$ cat config.mk
export PLATFORM = sky130hd
export DESIGN_NAME = quoted_line_tokenizer
export DESIGN_NICKNAME = d
export VERILOG_FILES = /design/src/hw/rtl/qlt_pkg.sv /design/src/hw/rtl/qlt_step.sv /design/src/hw/rtl/quoted_line_tokenizer.sv
export SDC_FILE = /design/constraint.sdc
export NUM_CORES = 1
export LEC_CHECK = 0
export BUFFER_PORTS_ARGS = -buffer_cell sky130_fd_sc_hd__buf_2
export CAP_MARGIN = 20
export CORE_ASPECT_RATIO = 1.25
export CORE_MARGIN = 10
export CORE_UTILIZATION = 58
export DETAILED_ROUTE_END_ITERATION = 6
export PLACE_DENSITY = 0.81
export SLEW_MARGIN = 20
export SYNTH_ARGS = -nofsm -noshare
export SYNTH_HDL_FRONTEND = slang
export SYNTH_SLANG_ARGS = --single-unit
$ cat constraint.sdc
create_clock -name clk -period 7.25 [get_ports clk]
set_clock_uncertainty 0.1 [all_clocks]
set_input_delay 0.3625 -clock clk [delete_from_list [all_inputs] [get_ports clk]]
set_output_delay 0.3625 -clock clk [all_outputs]
set_load 0.005 [all_outputs]
$ cat src/hw/rtl/qlt_pkg.sv
// Shared types, character codes and limits for the quoted line tokenizer.
// Used by qlt_step, quoted_line_tokenizer and qlt_checker; depends on nothing.
package qlt_pkg;

  // Buffer sizes the length and count limits are capped by
  localparam int TOKEN_BYTES     = 64;
  localparam int MAX_LINE_TOKENS = 1024;

  localparam logic [7:0]  LEN_CAP = 8'(TOKEN_BYTES - 1);
  localparam logic [16:0] TOK_CAP = 17'(MAX_LINE_TOKENS);

  localparam logic [5:0]  MAX_TOKEN_LEN_RST = 6'd63;
  localparam logic [10:0] MAX_TOKENS_RST    = 11'd1024;

  // Register word addresses
  localparam logic REG_MAX_TOKEN_LEN = 1'b0;
  localparam logic REG_MAX_TOKENS    = 1'b1;

  typedef enum logic [2:0] {
    EV_BYTE = 3'd0,
    EV_END  = 3'd1,
    EV_DONE = 3'd2,
    EV_MANY = 3'd3,
    EV_LONG = 3'd4,
    EV_ESC  = 3'd5,
    EV_OPEN = 3'd6
  } ev_t;

  localparam logic [7:0] CH_NUL    = 8'h00;
  localparam logic [7:0] CH_BEL    = 8'h07;
  localparam logic [7:0] CH_BS     = 8'h08;
  localparam logic [7:0] CH_TAB    = 8'h09;
  localparam logic [7:0] CH_LF     = 8'h0A;
  localparam logic [7:0] CH_VT     = 8'h0B;
  localparam logic [7:0] CH_CR     = 8'h0D;
  localparam logic [7:0] CH_SPACE  = 8'h20;
  localparam logic [7:0] CH_DQUOTE = 8'h22;
  localparam logic [7:0] CH_SQUOTE = 8'h27;
  localparam logic [7:0] CH_BSLASH = 8'h5C;
  localparam logic [7:0] CH_LC_A   = 8'h61;
  localparam logic [7:0] CH_LC_B   = 8'h62;
  localparam logic [7:0] CH_LC_N   = 8'h6E;
  localparam logic [7:0] CH_LC_R   = 8'h72;
  localparam logic [7:0] CH_LC_T   = 8'h74;
  localparam logic [7:0] CH_LC_V   = 8'h76;

  typedef struct packed {
    logic [5:0]  max_token_len;
    logic [10:0] max_tokens;
  } cfg_t;

  typedef struct packed {
    ev_t         event_res;
    logic [7:0]  char_out;
    logic [10:0] token_index;
    logic [5:0]  char_pos;
  } res_t;

  function automatic res_t mk_res(ev_t ev, logic [7:0] ch, logic [10:0] idx,
                                  logic [5:0] pos);
    res_t r;
    r.event_res   = ev;
    r.char_out    = ch;
    r.token_index = idx;
    r.char_pos    = pos;
    return r;
  endfunction

  // Returns {valid, mapped byte} for the letter after a backslash
  function automatic logic [8:0] map_escape(logic [7:0] b);
    logic [8:0] m;
    case (b)
      CH_LC_N:   m = {1'b1, CH_LF};
      CH_LC_T:   m = {1'b1, CH_TAB};
      CH_LC_R:   m = {1'b1, CH_CR};
      CH_LC_V:   m = {1'b1, CH_VT};
      CH_BSLASH: m = {1'b1, CH_BSLASH};
      CH_SQUOTE: m = {1'b1, CH_SQUOTE};
      CH_DQUOTE: m = {1'b1, CH_DQUOTE};
      CH_LC_B:   m = {1'b1, CH_BS};
      CH_LC_A:   m = {1'b1, CH_BEL};
      default:   m = {1'b0, CH_NUL};
    endcase
    return m;
  endfunction

endpackage

$ cat src/hw/rtl/qlt_step.sv
// Per-byte tokenizer step: line state registers plus the logic that turns
// one byte into up to four result words. Depends on qlt_pkg.
module qlt_step (
  input  logic                  clk,
  input  logic                  rst_n,
  input  logic                  advance,
  input  logic [7:0]            byte_value,
  input  logic                  end_of_line,
  input  qlt_pkg::cfg_t         cfg,
  output qlt_pkg::res_t [3:0]   res,
  output logic [2:0]            res_cnt
);

  typedef struct packed {
    logic        in_string;
    logic        separated;
    logic        escape_pending;
    logic        aborted;
    logic [10:0] token_count;
    logic [5:0]  byte_count;
  } line_st_t;

  localparam line_st_t LINE_START = '{
    in_string: 1'b0, separated: 1'b1, escape_pending: 1'b0, aborted: 1'b0,
    token_count: 11'd0, byte_count: 6'd0
  };

  line_st_t            st_r;
  line_st_t            st_nxt;
  logic [7:0]          len_lim;
  logic [16:0]         tok_lim;
  logic                do_store;
  logic [7:0]          store_ch;
  logic [8:0]          esc_map;
  logic [2:0]          n;
  qlt_pkg::res_t [3:0] slot;

  assign len_lim = ({2'b00, cfg.max_token_len} < qlt_pkg::LEN_CAP) ?
                   {2'b00, cfg.max_token_len} : qlt_pkg::LEN_CAP;
  assign tok_lim = ({6'd0, cfg.max_tokens} < qlt_pkg::TOK_CAP) ?
                   {6'd0, cfg.max_tokens} : qlt_pkg::TOK_CAP;
  assign esc_map = qlt_pkg::map_escape(byte_value);

  always_comb begin
    st_nxt   = st_r;
    do_store = 1'b0;
    store_ch = byte_value;
    n        = 3'd0;
    slot     = '0;

    if (!st_nxt.aborted) begin
      if (st_nxt.escape_pending) begin
        st_nxt.escape_pending = 1'b0;
        do_store = 1'b1;
        if (esc_map[8]) begin
          store_ch = esc_map[7:0];
        end else begin
          // report the bad letter, then keep it as a plain byte
          slot[n[1:0]] = qlt_pkg::mk_res(qlt_pkg::EV_ESC, byte_value,
                                         st_nxt.token_count, st_nxt.byte_count);
          n = n + 3'd1;
        end
      end else if (byte_value inside {qlt_pkg::CH_DQUOTE, qlt_pkg::CH_SQUOTE}) begin
        st_nxt.in_string = !st_nxt.in_string;
      end else if (st_nxt.in_string && byte_value == qlt_pkg::CH_BSLASH) begin
        if (end_of_line) begin
          do_store = 1'b1;
        end else begin
          st_nxt.escape_pending = 1'b1;
        end
      end else if (!st_nxt.in_string &&
                   byte_value inside {qlt_pkg::CH_SPACE, qlt_pkg::CH_TAB, qlt_pkg::CH_LF,
                                      qlt_pkg::CH_CR, qlt_pkg::CH_NUL}) begin
        if (!st_nxt.separated) begin
          slot[n[1:0]] = qlt_pkg::mk_res(qlt_pkg::EV_END, qlt_pkg::CH_NUL,
                                         st_nxt.token_count, 6'd0);
          n = n + 3'd1;
          st_nxt.token_count = st_nxt.token_count + 11'd1;
          st_nxt.byte_count  = 6'd0;
          st_nxt.separated   = 1'b1;
        end
      end else begin
        do_store = 1'b1;
      end
    end

    if (do_store) begin
      if (st_nxt.byte_count == 6'd0 && {6'd0, st_nxt.token_count} >= tok_lim) begin
        slot[n[1:0]] = qlt_pkg::mk_res(qlt_pkg::EV_MANY, qlt_pkg::CH_NUL,
                                       st_nxt.token_count, 6'd0);
        n = n + 3'd1;
        st_nxt.aborted = 1'b1;
      end else if ({2'b00, st_nxt.byte_count} >= len_lim) begin
        slot[n[1:0]] = qlt_pkg::mk_res(qlt_pkg::EV_LONG, qlt_pkg::CH_NUL,
                                       st_nxt.token_count, st_nxt.byte_count);
        n = n + 3'd1;
        st_nxt.aborted = 1'b1;
      end else begin
        slot[n[1:0]] = qlt_pkg::mk_res(qlt_pkg::EV_BYTE, store_ch,
                                       st_nxt.token_count, st_nxt.byte_count);
        n = n + 3'd1;
        st_nxt.byte_count = st_nxt.byte_count + 6'd1;
        st_nxt.separated  = 1'b0;
      end
    end

    if (end_of_line) begin
      if (st_nxt.aborted) begin
        slot[n[1:0]] = qlt_pkg::mk_res(qlt_pkg::EV_DONE, qlt_pkg::CH_NUL, 11'd0, 6'd0);
        n = n + 3'd1;
      end else begin
        if (st_nxt.in_string) begin
          slot[n[1:0]] = qlt_pkg::mk_res(qlt_pkg::EV_OPEN, qlt_pkg::CH_NUL,
                                         st_nxt.token_count, 6'd0);
          n = n + 3'd1;
        end
        // line done closes an open last token without a token end
        if (!st_nxt.separated) begin
          st_nxt.token_count = st_nxt.token_count + 11'd1;
        end
        slot[n[1:0]] = qlt_pkg::mk_res(qlt_pkg::EV_DONE, qlt_pkg::CH_NUL,
                                       st_nxt.token_count, 6'd0);
        n = n + 3'd1;
      end
      st_nxt = LINE_START;
    end
  end

  always_ff @(posedge clk) begin
    if (!rst_n) begin
      st_r <= LINE_START;
    end else if (advance) begin
      st_r <= st_nxt;
    end
  end

  assign res     = slot;
  assign res_cnt = n;

endmodule

$ cat src/hw/rtl/quoted_line_tokenizer.sv
// Top level of the quoted line tokenizer: register port, input word register
// and result holding register. Depends on qlt_pkg and qlt_step.
//
//  channel   direction  handshake                 payload
//  in_*      slave      in_tvalid / in_tready     tdata byte_value, tlast end_of_line
//  out_*     master     out_tvalid / out_tready   tuser event_res, tdata fields, tlast
//  cfg_*     APB slave  psel & penable, pready=1  max_token_len @0, max_tokens @4
//
// A byte is held in the input register, then its 0 to 4 result words are
// loaded into the result register and leave one per output cycle unless
// out_tready stalls them; the next byte is handed over as the last word drains.
// in_tready drops while a byte is held and the result register still has more
// than its last word or that word is stalled. Reset is synchronous, active
// low; limits return to 63 bytes and 1024 tokens, line state to line start.
module quoted_line_tokenizer (
  input  logic        clk,
  input  logic        rst_n,
  input  logic        in_tvalid,
  output logic        in_tready,
  input  logic [7:0]  in_tdata,    // [7:0] byte_value
  input  logic        in_tlast,    // end_of_line
  output logic        out_tvalid,
  input  logic        out_tready,
  output logic [31:0] out_tdata,   // [7:0] char_out, [18:8] token_index, [24:19] char_pos
  output logic [2:0]  out_tuser,   // [2:0] event_res
  output logic        out_tlast,   // last_of_run
  input  logic        cfg_psel,
  input  logic        cfg_penable,
  input  logic        cfg_pwrite,
  input  logic [2:0]  cfg_paddr,
  input  logic [31:0] cfg_pwdata,
  output logic [31:0] cfg_prdata,
  output logic        cfg_pready
);

  qlt_pkg::cfg_t       cfg_r;
  logic                in_v_r;
  logic [7:0]          in_byte_r;
  logic                in_eol_r;
  logic                advance;
  logic                take;
  qlt_pkg::res_t [3:0] step_res;
  logic [2:0]          step_cnt;
  qlt_pkg::res_t [3:0] slot_r;
  logic [2:0]          cnt_r;

  // register port
  assign cfg_pready = 1'b1;
  assign cfg_prdata = (cfg_paddr[2] == qlt_pkg::REG_MAX_TOKENS) ?
                      {21'd0, cfg_r.max_tokens} : {26'd0, cfg_r.max_token_len};

  always_ff @(posedge clk) begin
    if (!rst_n) begin
      cfg_r.max_token_len <= qlt_pkg::MAX_TOKEN_LEN_RST;
      cfg_r.max_tokens    <= qlt_pkg::MAX_TOKENS_RST;
    end else if (cfg_psel && cfg_penable && cfg_pwrite && cfg_pready) begin
      if (cfg_paddr[2] == qlt_pkg::REG_MAX_TOKENS) begin
        cfg_r.max_tokens <= cfg_pwdata[10:0];
      end else begin
        cfg_r.max_token_len <= cfg_pwdata[5:0];
      end
    end
  end

  // hand the held byte over once the result register is empty or draining its last word
  assign take      = out_tvalid && out_tready;
  assign advance   = in_v_r && (cnt_r == 3'd0 || (cnt_r == 3'd1 && take));
  assign in_tready = !in_v_r || advance;

  always_ff @(posedge clk) begin
    if (!rst_n) begin
      in_v_r <= 1'b0;
    end else if (in_tvalid && in_tready) begin
      in_v_r <= 1'b1;
    end else if (advance) begin
      in_v_r <= 1'b0;
    end
  end

  always_ff @(posedge clk) begin
    if (in_tvalid && in_tready) begin
      in_byte_r <= in_tdata;
      in_eol_r  <= in_tlast;
    end
  end

  qlt_step u_step (
    .clk         (clk),
    .rst_n       (rst_n),
    .advance     (advance),
    .byte_value  (in_byte_r),
    .end_of_line (in_eol_r),
    .cfg         (cfg_r),
    .res         (step_res),
    .res_cnt     (step_cnt)
  );

  always_ff @(posedge clk) begin
    if (!rst_n) begin
      cnt_r <= 3'd0;
    end else if (advance) begin
      cnt_r <= step_cnt;
    end else if (take) begin
      cnt_r <= cnt_r - 3'd1;
    end
  end

  // load a fresh run, or advance the queue by one word
  always_ff @(posedge clk) begin
    if (advance) begin
      slot_r <= step_res;
    end else if (take) begin
      slot_r[0] <= slot_r[1];
      slot_r[1] <= slot_r[2];
      slot_r[2] <= slot_r[3];
    end
  end

  assign out_tvalid = (cnt_r != 3'd0);
  assign out_tlast  = (cnt_r == 3'd1);
  assign out_tuser  = slot_r[0].event_res;
  assign out_tdata  = {7'd0, slot_r[0].char_pos, slot_r[0].token_index,
                       slot_r[0].char_out};

endmodule

==> reports/results.ini <==
[drt]
detailedRoute.firstPassIterationCount=6
wire_per_inst_um=19.9
via_per_inst=6.24
first_iter_violations=950
via_count=7248
antenna_violating_nets_post_route=0
post-route-drc-count=0
detail_route.wirelength_um=23100

[final_layout]
mostFrequentLayoutCells=nand2_1 (126), edfxtp_1 (91), nor2_1 (74)
layout.cells.most_common=nand2_1
drive_gt1_share_pct=14.5
antenna_cells=0
layout.nets=1055
area_growth_syn_to_layout_pct=8.37

[setup_path]
timing.critical_path.cells=or4_4, nor4_4, o2111ai_1, or2_2, xnor2_1, inv_1, ha_1, nand4_1, nor2_1, a21oi_1, a221o_1, a22o_1, a211oi_2, nor2_1, a221oi_1, a21oi_1
setup.reg_to_reg.worst_slack_ns=1.0
worstSetupPathType=flop to flop
rr_worst_depth=16
critical_path_destination=out_tdata[17]$_DFFE_PP_
capture_point_of_the_worst_reg_to_reg_path=out_tdata[17]$_DFFE_PP_
worstPathMaxFanout=13
family_of_cells_with_the_greatest_summed_delay_on_the_critical_path=compound AO/OA/AOI/OAI gates
startpoint_type=flop
timing.critical_path.depth=16
crit_path_max_incr_delay_ns=0.64
worst-path-buf-inv=1
critical_path.slowest_cell=a211oi_2
critical_path.reg2reg.startpoint=in_byte_r[4]$_DFFE_PP_
critPathRequiredTime_ns=7.31
end_kind=flop
worst_setup_path_startpoint=in_byte_r[4]$_DFFE_PP_
arrival_worst_endpoint_ns=6.31

[synthesis]
synth_top_area_share_pct=31.9
leading_area_contributor_after_synthesis=edfxtp_1
synthCells=950
synth_ff_type=edfxtp_1
mappedNetlistArea_um2=8580
seq_area_frac_synth_pct=41.7
synth.yosys.warnings=0
avgSynthCellArea_um2=9.03
post_synth_num_cell_types=83
synth_async_sr_flop_share_pct=0
synthesized_flop_and_latch_total=133
synth.top_cells.by_area=edfxtp_1 (32%), dfxtp_1 (9.8%), nand2_1 (5.5%)
synth_edf_count=91

[die]
start_util_pct=59.3
row_count=49
floorplan.core_area_um2=14500
design.portCount=122
floorplan.die_area_um2=20100
chipHeight_um=156
dieWidth_um=129

[sta]
finalSetupViolCount=0
worstMarginPinSlew_ns=0.998
grt_setup_unrepaired=no
timing.final.crit_share_pct=86.2
hold_viol_final=0
post-route-min-period_ns=6.25
drv_slew=0
slew-limit-headroom_pct=33.5
fmaxAchievable_mhz=160
setup_tns_final_ns=0

[clock_network]
cts_tree=yes
cts_hold_buf=5
post-cts-setup-buffers=0
cts-htree-levels=4
cts_buffer_depth=2
cts.reportedPaths.clkPinSlew_ns=0.06
clkLatencyLatePin_ns=0.44
cts.sinks=133
cts.repair.resized=0
clock-root-buffer=clkbuf_16
tritoncts.num_buffers=17

[placed_design]
dp_hpwl_um=16500
place_congestion=0.947
portBuffers=69

[power_and_ir_drop]
power.ir.vdd_worst_uv=426
leakagePower_nw=3.60
power-per-cell-area_nw_per_um2=284
report.power.total_mw=2.64

[hold_path]
hold_path.class=input pin to flop
min-delay-start=in_tlast

[grt]
grt_pass1_vias=7074
global_route.overflow_total=0
number_of_antenna_violations_at_the_first_check_in_global_routing=0
gr-usage-all-layers_pct=23.4
grt_pass1_wl_um=37500
grt_start_max_net_pins=83

[run]
cap_violations=0

[outcome]
run_status=finished clean

[metrics by stage]
step,hold WS (ns),area (um2),instances,util [%],worst slack (ns)
2_1_floorplan,0.348,8680,977,-,2.16
3_5_place_dp,0.374,8680,1124,60.0,1.17
6_report,0.00763,9300,1161,64.2,0.999
5_1_grt,0.00600,9300,1161,64.2,0.740
4_1_cts,0.000313,9290,1161,64.2,1.14
3_3_place_gp,0.368,8680,1124,60.0,1.14
[per-layer routing]
layer	wire length (um)	vias to the layer above	GRT usage [%]
met1	9350	3325	29.7
met4	868	0	12.1
li1	-	3443	-
met5	0	-	0
met2	10800	423	35.8
met3	2170	57	6.05
[how the worst min path moves through the flow]
stage,cells after the start,slack [ns],endpoint
after global routing,1,0.006,in_byte_r[6]$_DFFE_PP_
after global placement,2,0.37,cfg_r[0]$_SDFFE_PN0P_
after CTS,1,0.0003,in_eol_r$_DFFE_PP_
after floorplan,2,0.35,cfg_r[0]$_SDFFE_PN0P_
after detailed placement,2,0.37,cfg_r[1]$_SDFFE_PN0P_
final,1,0.008,in_eol_r$_DFFE_PP_
[layout make-up]
class                   instances  area (um2)
well taps                     178         223
flip-flops and latches        133        3570
inverters                      35         133
clock inverters                13         108
clock buffers                  19         453
fillers                      1196        5170
multi-input cells             701        4350
repair buffers                 82         455
[flip-flops by register name, indices dropped and copies added (netlist names)]
signal and count:
cfg_r 17, cnt_r 3, in_byte_r 8, in_eol_r 1
in_v_r 1, out_tdata 25, out_tuser 3, slot_r 54
u_step.st_r 21
[power breakdown]
group          leakage [nW]  switching (mW)  total [mW]  internal (mW)
registers              1.23          0.0713        1.17           1.10
logic                  2.10           0.419       0.644          0.224
clock network         0.271           0.335       0.821          0.486
total                  3.60           0.826        2.64           1.81
[kinds of logic (layout without fill, tap and decap cells)]
kind of cell / count (synthesis) / in the layout / share of synthesized area, %
other: 2 / 29 / 0.0876
muxes: 6 / 6 / 0.744
and+or+nand+nor: 353 / 353 / 20.5
xor gates and xnor gates: 23 / 23 / 2.52
DFF: 133 / 133 / 41.7
adders and majority gates: 34 / 34 / 5.05
buffers and inverters: 143 / 149 / 8.94
AOI/OAI and AO/OA: 256 / 256 / 20.5
[Yosys cell counts (all sizes together), types with 4 or more instances]
library cell  instances
a211oi                5
a21boi               21
a21o                  8
a21oi                46
a221o                 5
a221oi                9
a22o                  9
a22oi                19
a31oi                 9
a32oi                 4
and2                 20
and3                  5
buf                  62
clkbuf               46
dfxtp                42
edfxtp               91
ha                   33
inv                  33
nand2               126
nand2b                6
nand3                24
nand4                10
nand4b                4
nor2                 75
nor2b                20
nor3                 25
nor4                  5
o2111ai               4
o211ai               17
o21a                  7
o21ai                63
o221ai                4
o22ai                 6
o31ai                 4
or3                   4
or4                   8
xnor2                18
xor2                  5
(Power assumes the default switching activity.)
